===== src/rtl/core/accel_frame_to_tilt_top_defines.svh =====
// assertion macros for the frame to tilt block
`ifndef ACCEL_FRAME_TO_TILT_TOP_DEFINES_SVH
`define ACCEL_FRAME_TO_TILT_TOP_DEFINES_SVH
// property that must hold every cycle outside reset
`define AFT_ASSERT_ALWAYS(label, clk, rst, expr) \
   label: assert property (@(posedge clk) disable iff (rst) (expr)) \
      else $error("assertion failed");
// implication checked on the next cycle
`define AFT_ASSERT_NEXT(label, clk, rst, ante, cons) \
   label: assert property (@(posedge clk) disable iff (rst) (ante) |=> (cons)) \
      else $error("assertion failed");
`endif


===== src/rtl/core/aft_pkg.sv =====
// shared types and constants of the frame to tilt block
`default_nettype none
package aft_pkg;
   localparam int SampleW = 23;
   localparam int TiltW   = 16;
   localparam int SqW     = 48;   // width of b^2 or c^2; the radicand is b^2 + c^2, scaled by 2^16
   localparam int RootW   = 33;
   localparam int CordW   = 36;
   localparam int AngW    = 26;
   localparam logic signed [TiltW-1:0] TiltLimit = 16'sd23040;

   typedef enum logic [2:0] {
      ST_IDLE, ST_SQ_B, ST_SQ_C, ST_ROOT, ST_CORD, ST_DONE
   } tilt_state_type;

   // atan(2^-i) in degrees, q16
   function automatic logic [AngW-1:0] atan_q16(input logic [4:0] idx);
      logic [AngW-1:0] v;
      unique case (idx)
         5'd0: v = 26'd2949120;  5'd1: v = 26'd1740967;
         5'd2: v = 26'd919879;   5'd3: v = 26'd466945;
         5'd4: v = 26'd234379;   5'd5: v = 26'd117304;
         5'd6: v = 26'd58666;    5'd7: v = 26'd29335;
         5'd8: v = 26'd14668;    5'd9: v = 26'd7334;
         5'd10: v = 26'd3667;    5'd11: v = 26'd1833;
         5'd12: v = 26'd917;     5'd13: v = 26'd458;
         5'd14: v = 26'd229;     5'd15: v = 26'd115;
         5'd16: v = 26'd57;      5'd17: v = 26'd29;
         5'd18: v = 26'd14;      5'd19: v = 26'd7;
         5'd20: v = 26'd4;       5'd21: v = 26'd2;
         5'd22: v = 26'd1;       default: v = '0;
      endcase
      return v;
   endfunction
endpackage
`default_nettype wire


===== src/rtl/core/aft_tilt.sv =====
// one tilt angle: squares, integer root, then cordic vectoring, one step a cycle
`default_nettype none
module aft_tilt #(
   parameter int CORDIC_STEPS = 16
) (
   input  wire logic clock,
   input  wire logic reset,
   input  wire logic start,
   input  wire logic signed [aft_pkg::SampleW-1:0] num_a,
   input  wire logic signed [aft_pkg::SampleW-1:0] den_b,
   input  wire logic signed [aft_pkg::SampleW-1:0] den_c,
   output logic done,
   output logic signed [aft_pkg::TiltW-1:0] angle
);
   localparam int SqW = aft_pkg::SqW;
   localparam int RootW = aft_pkg::RootW;
   localparam int CordW = aft_pkg::CordW;
   localparam int AngW = aft_pkg::AngW;
   // two radicand bits per step
   localparam int RootSteps = (SqW + 16) / 2;

   aft_pkg::tilt_state_type state_ff, state_in;
   logic [5:0] cnt_ff, cnt_in;
   logic [2*RootW-1:0] rem_ff, rem_in;   // root remainder, wide
   logic [RootW-1:0] root_ff, root_in;
   logic [SqW+15:0] rad_ff, rad_in;      // radicand shifted out two bits a step
   logic signed [CordW-1:0] cx_ff, cx_in, cy_ff, cy_in;
   logic signed [AngW+1:0] cz_ff, cz_in;
   logic signed [aft_pkg::TiltW-1:0] ang_ff, ang_in;
   logic done_ff, done_in;

   // shared multiplier operand
   logic signed [aft_pkg::SampleW-1:0] mul_op;
   logic [SqW-1:0] sq;
   logic [2*RootW-1:0] trial;
   logic signed [CordW-1:0] dx, dy;
   logic signed [AngW+1:0] zr;
   logic [4:0] idx;

   always_ff @(posedge clock) begin
      if (reset) begin
         state_ff <= aft_pkg::ST_IDLE;
         done_ff <= 1'b0;
      end else begin
         state_ff <= state_in;
         done_ff <= done_in;
      end
      cnt_ff <= cnt_in; rem_ff <= rem_in; root_ff <= root_in; rad_ff <= rad_in;
      cx_ff <= cx_in; cy_ff <= cy_in; cz_ff <= cz_in; ang_ff <= ang_in;
   end

   always_comb begin
      state_in = state_ff; cnt_in = cnt_ff; rem_in = rem_ff; root_in = root_ff;
      rad_in = rad_ff; cx_in = cx_ff; cy_in = cy_ff; cz_in = cz_ff; ang_in = ang_ff;
      done_in = 1'b0;
      mul_op = (state_ff == aft_pkg::ST_SQ_B) ? den_b : den_c;
      sq = $unsigned(SqW'(mul_op * mul_op));
      trial = {rem_ff[2*RootW-3:0], rad_ff[SqW+15:SqW+14]};
      idx = cnt_ff[4:0];
      dx = cy_ff >>> idx;
      dy = cx_ff >>> idx;
      zr = (cz_ff + 28'sd128) >>> 8;
      unique case (state_ff)
         aft_pkg::ST_IDLE: begin
            if (start) begin
               rad_in = '0;
               state_in = aft_pkg::ST_SQ_B;
            end
         end
         aft_pkg::ST_SQ_B: begin
            rad_in = {sq, 16'd0};
            state_in = aft_pkg::ST_SQ_C;
         end
         aft_pkg::ST_SQ_C: begin
            rad_in = rad_ff + {sq, 16'd0};
            rem_in = '0; root_in = '0; cnt_in = '0;
            state_in = aft_pkg::ST_ROOT;
         end
         aft_pkg::ST_ROOT: begin
            // restoring root, one result bit a cycle
            rad_in = rad_ff << 2;
            if (trial >= {root_ff, 2'b01}) begin
               rem_in = trial - {root_ff, 2'b01};
               root_in = {root_ff[RootW-2:0], 1'b1};
            end else begin
               rem_in = trial;
               root_in = {root_ff[RootW-2:0], 1'b0};
            end
            cnt_in = cnt_ff + 6'd1;
            if (cnt_ff == 6'(RootSteps - 1)) begin
               cnt_in = '0;
               cx_in = CordW'(signed'({1'b0, root_in}));
               cy_in = CordW'(num_a) <<< 8;
               cz_in = '0;
               state_in = aft_pkg::ST_CORD;
            end
         end
         aft_pkg::ST_CORD: begin
            if (!cy_ff[CordW-1]) begin
               cx_in = cx_ff + dx; cy_in = cy_ff - dy;
               cz_in = cz_ff + signed'({2'b00, aft_pkg::atan_q16(idx)});
            end else begin
               cx_in = cx_ff - dx; cy_in = cy_ff + dy;
               cz_in = cz_ff - signed'({2'b00, aft_pkg::atan_q16(idx)});
            end
            cnt_in = cnt_ff + 6'd1;
            if (cnt_ff == 6'(CORDIC_STEPS - 1)) begin
               state_in = aft_pkg::ST_DONE;
            end
         end
         aft_pkg::ST_DONE: begin
            // special cases, then round and clamp
            if (num_a == '0) begin
               ang_in = '0;
            end else if (root_ff == '0) begin
               ang_in = num_a[aft_pkg::SampleW-1] ? -aft_pkg::TiltLimit : aft_pkg::TiltLimit;
            end else if (zr > (AngW+2)'(aft_pkg::TiltLimit)) begin
               ang_in = aft_pkg::TiltLimit;
            end else if (zr < -(AngW+2)'(aft_pkg::TiltLimit)) begin
               ang_in = -aft_pkg::TiltLimit;
            end else begin
               ang_in = zr[aft_pkg::TiltW-1:0];
            end
            done_in = 1'b1;
            state_in = aft_pkg::ST_IDLE;
         end
         default: state_in = aft_pkg::ST_IDLE;
      endcase
   end
   // done rises with the registered angle
   assign done = done_ff;
   assign angle = ang_ff;
endmodule
`default_nettype wire


===== src/rtl/core/accel_frame_to_tilt_top.sv =====
// Channel | dir | tdata fields (low bit up)                      | tuser
// req     | in  | rx_byte[7:0]                                    | frame_start
// rsp     | out | accel_x,y,z (23 each), tilt_x,y,z (16 each),    | -
//         |     | temp_raw (8), scale_code (3), 128 bits, no pad  |
// A non-final byte is stored as it is taken. The eighth byte runs the shared tilt
// unit three times, each run going through the squares, 32 root steps and CORDIC_STEPS
// vectoring steps, and the result word is valid after the third; at the default the root loop dominates.
// Reset is synchronous; req_tready stays low while busy and while a result waits on rsp,
// and rises the cycle after the result word is taken.
`default_nettype none
module accel_frame_to_tilt_top #(
   parameter int CORDIC_STEPS = 16
) (
   input  wire logic clock,
   input  wire logic reset,
   input  wire logic req_tvalid,
   output logic req_tready,
   input  wire logic [7:0] req_tdata,   // rx_byte
   input  wire logic req_tuser,         // frame_start
   output logic rsp_tvalid,
   input  wire logic rsp_tready,
   output logic [127:0] rsp_tdata       // accel_x,y,z, tilt_x,y,z, temp_raw, scale_code
);
   localparam int SW = aft_pkg::SampleW;
   logic [2:0] pos_ff;
   logic [7:0] store_ff [7];
   logic [6:0] sens_ff;
   logic [2:0] code_ff;
   logic busy_ff, out_ff;
   logic [1:0] ax_sel_ff;
   logic start_ff;
   logic signed [SW-1:0] ax_ff, ay_ff, az_ff;
   logic signed [15:0] t_ff [3];
   logic [6:0] sens_new;
   logic [2:0] code_new;
   logic [2:0] pos_eff;
   logic signed [SW-1:0] na, nb, nc;
   logic tdone;
   logic signed [15:0] tang;
   logic take;

   assign req_tready = !busy_ff && !out_ff;
   assign take = req_tvalid && req_tready;
   assign pos_eff = req_tuser ? 3'd0 : pos_ff;
   assign code_new = req_tdata[5:3];

   // sensitivity lookup; reserved codes hold
   always_comb begin
      unique case (code_new)
         3'd0: sens_new = 7'd6;
         3'd1: sens_new = 7'd12;
         3'd2: sens_new = 7'd18;
         3'd3: sens_new = 7'd24;
         3'd4: sens_new = 7'd73;
         default: sens_new = sens_ff;
      endcase
   end

   // operand rotation for the three tilts
   always_comb begin
      unique case (ax_sel_ff)
         2'd0: begin na = ax_ff; nb = ay_ff; nc = az_ff; end
         2'd1: begin na = ay_ff; nb = ax_ff; nc = az_ff; end
         default: begin na = az_ff; nb = ay_ff; nc = ax_ff; end
      endcase
   end

   aft_tilt #(.CORDIC_STEPS(CORDIC_STEPS)) u_tilt (
      .clock(clock), .reset(reset), .start(start_ff),
      .num_a(na), .den_b(nb), .den_c(nc), .done(tdone), .angle(tang)
   );

   // frame capture and sequencing
   always_ff @(posedge clock) begin
      if (reset) begin
         pos_ff <= '0; sens_ff <= '0; busy_ff <= 1'b0; out_ff <= 1'b0;
         start_ff <= 1'b0; ax_sel_ff <= '0;
      end else begin
         start_ff <= 1'b0;
         if (take) begin
            if (pos_eff != 3'd7) begin
               store_ff[pos_eff] <= req_tdata;
               pos_ff <= pos_eff + 3'd1;
            end else begin
               pos_ff <= '0;
               sens_ff <= sens_new;
               code_ff <= code_new;
               ax_ff <= SW'($signed({store_ff[1], store_ff[0]}) * $signed({1'b0, sens_new}));
               ay_ff <= SW'($signed({store_ff[3], store_ff[2]}) * $signed({1'b0, sens_new}));
               az_ff <= SW'($signed({store_ff[5], store_ff[4]}) * $signed({1'b0, sens_new}));
               busy_ff <= 1'b1; start_ff <= 1'b1; ax_sel_ff <= '0;
            end
         end
         if (busy_ff && tdone) begin
            t_ff[ax_sel_ff] <= tang;
            if (ax_sel_ff == 2'd2) begin
               busy_ff <= 1'b0; out_ff <= 1'b1;
            end else begin
               ax_sel_ff <= ax_sel_ff + 2'd1; start_ff <= 1'b1;
            end
         end
         if (rsp_tvalid && rsp_tready) out_ff <= 1'b0;
      end
   end

   // result word, fields from the lowest bit up
   logic signed [15:0] tz_cur;
   assign tz_cur = t_ff[2];
   assign rsp_tvalid = out_ff;
   assign rsp_tdata = {code_ff, store_ff[6], tz_cur, t_ff[1], t_ff[0],
                       az_ff, ay_ff, ax_ff};

`include "accel_frame_to_tilt_top_defines.svh"
   `AFT_ASSERT_ALWAYS(a_not_both, clock, reset, !(busy_ff && out_ff))
   `AFT_ASSERT_NEXT(a_last_done, clock, reset, busy_ff && tdone && ax_sel_ff == 2'd2, rsp_tvalid)
   `AFT_ASSERT_NEXT(a_hold_out, clock, reset, rsp_tvalid && !rsp_tready, rsp_tvalid)
endmodule
`default_nettype wire

===== config.mk =====
export PLATFORM = sky130hd
export DESIGN_NAME = accel_frame_to_tilt_top
export DESIGN_NICKNAME = d
export VERILOG_FILES = /design/src/rtl/core/aft_pkg.sv /design/src/rtl/core/aft_tilt.sv /design/src/rtl/core/accel_frame_to_tilt_top.sv
export VERILOG_INCLUDE_DIRS = /design/src /design/src/rtl/core
export SDC_FILE = /design/constraint.sdc
export NUM_CORES = 2
export LEC_CHECK = 0
export BUFFER_PORTS_ARGS = -buffer_cell sky130_fd_sc_hd__buf_4
export CAP_MARGIN = 20
export CORE_AREA = 2 2 264 461
export CTS_CLUSTER_DIAMETER = 150
export DETAILED_ROUTE_END_ITERATION = 8
export DIE_AREA = 0 0 266 463
export PLACE_DENSITY = 0.77
export SLEW_MARGIN = 25
export SYNTH_ARGS = -nofsm -noshare
export SYNTH_HDL_FRONTEND = slang
export SYNTH_HIERARCHICAL = 1
export SYNTH_SLANG_ARGS = --single-unit

===== constraint.sdc =====
create_clock -name clock -period 11.2 [get_ports clock]
set_input_delay 2.8 -clock clock [delete_from_list [all_inputs] [get_ports clock]]
set_output_delay 2.8 -clock clock [all_outputs]
set_load 0.02 [all_outputs]

==> impl_results.md <==
* Min Tclk post-route at roughly 11000 ps
* # clock sinks at between 400 and 500
* Switching part of the total power at 0.3806
* Clk pwr share at 0.268
* CP max FO at 9
* Area growth from synthesis to layout at 7.521%
* Mapped Cells at approximately 7000
* DRT met1 WL at around 69 mm
* Antenna-violating nets left at 0
* Setup crit end kind: flip-flop
* Fillers at roughly 10000
* DRT iter0 DRCs at 4304
* CP arrival at about 11000 ps
* Multi-input logic area at 46170 um2
* Clk buf depth at 3
* WL met2 at roughly 110 mm
* Startpoint Class: flip-flop
* Routability cong. at a little over 1
* Core area at between 100000 and 150000 um2
* Combinational share of power at 0.444
* Static Leak at about 31 nW
* Final TNS setup at 0 ps
* Synth top area share at 0.2395
* Global-route wire length before repair at around 320 mm
* Fmax at ~93 MHz
* Die H at roughly 460 um
* Hpwl dp at roughly 170 mm
* EDFF count, synth at approximately 440
* Synth area leaders: fa_1 (24%), edfxtp_1 (20%), ha_1 (8.6%), inv_1 (6.1%), nand2_1 (4.0%)
* Remaining Overflow, GRT at 0
* Yosys warns at 6
* Sequential cell area at 14130 um2
* Post-Place Worst Slack at roughly 220 ps
* Int Pwr at between 0.004 and 0.005 W
* Vias in the first global route at 55380
* Final WL at between 200 and 250 mm
* Slew @ Worst Pin at between 1000 and 1500 ps
* Mean post-synth cell area at roughly 9.3 um2
* Nets@finish at 8296
* P_sw at around 0.0026 W
* # rows at ~170
* Max_slew headroom at 0.2373
* Met3 wire length at between 10 and 15 mm
* Largest stage delay on the critical path at approximately 760 ps
* Max-Cap Viols at 0
* Yosys top cell by area: fa_1
* CTS root buffer: clkbuf_16
* Power density over cell area at 98.51 nW/um2
* Synth Flop Type: edfxtp_1
* RSZ-0062 raised after global routing: false
* Clk_skew at around 31 ps
* Initial antenna violation count at 6
* Status: finished, final reports clean
* Sequential area share after synthesis at 0.2169
* Most frequent cells after synthesis: inv_1 (1062), fa_1 (779), nand2_1 (694)
* Worst VDD drop at ~0.13 mV
* Largest net degree at the start of global routing at ~130
* Req. time, crit path at 11620 ps
* # setup viols final at 0
* I/O pin total at about 140
* Drt drc at 0
* CTS tree: yes
* Final worst slack at between 400 and 500 ps
* Top layer in use: met5
* Reg power frac at 0.288
* WL per Instance at approximately 25 um
* Critical Path Slowest Stage Cell: fa_2
* Hold crit path type: reg2reg
* Clk_lat worst skew at between 600 and 700 ps
* Tcrit/Tclk final at 0.9641
* Mapped cell area at ~65000 um2
* CP most frequent cell: fa_1
* Share of synthesized registers carrying an async set or reset at 0
* DR pass1 iterations at 6
* Layout cells sized above 1 at 0.08622
* Die area at about 120000 um2
* Yosys reg bits at ~480
* GRT Util Overall at 0.3490
* Clk slew on worst S/H paths at approximately 70 ps
* CTS H-tree lvls at 2
* Most numerous cell in the Yosys netlist: inv_1
* Cell variety after synth at approximately 100
* Mapped Nets at 8238
* Initial core utilization at 0.5454
* Final hold viol count at 0
* CTS Hold Bufs at 0
* Port-buffer cells at roughly 140
* Die Wd at 266 um
* Critical path class: reg2reg
* CTS Buf Count at 49
* Vias per cell at between 6 and 7
* Max Slew Vio Count at 0
* Via count at around 53000
[power groups by stage]
| stage | logic [W] | registers (W) | clock network (W) |
|---|---|---|---|
| final | 0.00306 | 0.00199 | 0.00185 |
| after detailed placement | 0.00301 | 0.00202 | 0 |
| after global placement | 0.00296 | 0.00202 | 0 |
| after CTS | 0.00303 | 0.00199 | 0.00186 |
| after floorplan | 0.00236 | 0.00202 | 0 |
| after global routing | 0.00342 | 0.00198 | 0.00193 |
[cell usage in the layout, fill, tap and decap left out, types with 254 or more instances in the layout]
master | Yosys | final
a21oi_1 | 366 | 362
and2_1 | 265 | 264
buf_4 | 2 | 254
edfxtp_1 | 443 | 443
fa_1 | 779 | 778
ha_1 | 447 | 447
inv_1 | 1062 | 1060
nand2_1 | 694 | 692
nor2_1 | 545 | 538
o21ai_0 | 313 | 310
[flip-flops by register name, indices dropped and copies added (netlist names), named ones only]
register and cells:
ax_ff 23, ax_sel_ff 1, ay_ff 23, az_ff 23
busy_ff 1, code_ff 3, pos_ff 3, rsp_tvalid 1
sens_ff 7, start_ff 1, store_ff 56, t_ff 48
u_tilt/angle 16, u_tilt/cnt_ff 6, u_tilt/cx_ff 36, u_tilt/cy_ff 36
u_tilt/cz_ff 28, u_tilt/done 1, u_tilt/rad_ff 48, u_tilt/rem_ff 64
u_tilt/root_ff 33, u_tilt/state_ff 3
[path summary, 6_finish.rpt]
kind,from,to,slack [ps],cells after the start
hold / removal,sens_ff[1]$_SDFFE_PP0P_,sens_ff[1]$_SDFFE_PP0P_,460,2
setup / recovery,u_tilt/state_ff[0]$_SDFFE_PP0P_,u_tilt/rad_ff[63]$_SDFFCE_PN0P_,400,40
hold reg to reg,sens_ff[1]$_SDFFE_PP0P_,sens_ff[1]$_SDFFE_PP0P_,460,2
setup reg to reg,u_tilt/state_ff[0]$_SDFFE_PP0P_,u_tilt/rad_ff[63]$_SDFFCE_PN0P_,400,40
[cell type report]
type                            count  share of cell area
Inverter                         1080             0.05806
Timing Repair Buffer              258             0.02813
Clock inverter                     36            0.006648
Antenna cell                        4           0.0001430
Sequential cell                   484              0.2018
Clock buffer                       56             0.01832
Multi-Input combinational cell   5184              0.6595
Tap cell                         1530             0.02734
[critical path, delay by kind of cell, from the launching register on]
family	cells	cell delay, ps
muxes	1	340
buffers and inverters	7	820
DFF	1	330
adders and majority gates	9	4500
xor gates and xnor gates	2	390
AOI/OAI and AO/OA	16	3410
and+or+nand+nor	5	750
[kinds of logic (layout without fill, tap and decap cells)]
logic type,count (synthesis),after routing,synth area share
compound gates,1284,1284,0.1250
xor+xnor,393,393,0.05328
fa+ha+maj,1226,1226,0.3254
buf+inv,1333,1430,0.07765
flops,484,484,0.2169
mux,277,277,0.05807
other cells,1,5,0.00005759
simple gates,2001,2003,0.1437
[metal layers]
layer / track usage / up-vias
li1: - / 23600
met1: 0.3504 / 26210
met2: 0.6013 / 2230
met3: 0.07161 / 878
met4: 0.3219 / 4
met5: 0 / -
[metrics by stage]
stage / cells / hold WS [ps] / power [W] / area (um2) / util
after global placement: 8526 / 441.5 / 0.004986 / 68080 / 0.5702
after detailed placement: 8526 / 452.1 / 0.005033 / 68090 / 0.5703
after CTS: 8618 / 460.9 / 0.006878 / 69830 / 0.5849
after global routing: 8629 / 477.2 / 0.007334 / 70000 / 0.5863
final: 8632 / 462.4 / 0.006896 / 70010 / 0.5864
after floorplan: 6999 / 436.3 / 0.004380 / 65110 / -
[what timing repair did]
item / 4_1_cts / 5_1_grt
endpoints found under the setup margin: 0 / 14
gates resized for setup: 0 / 18
setup buffers: 0 / 7
No activity file was read; power rests on OpenSTA's default activity.
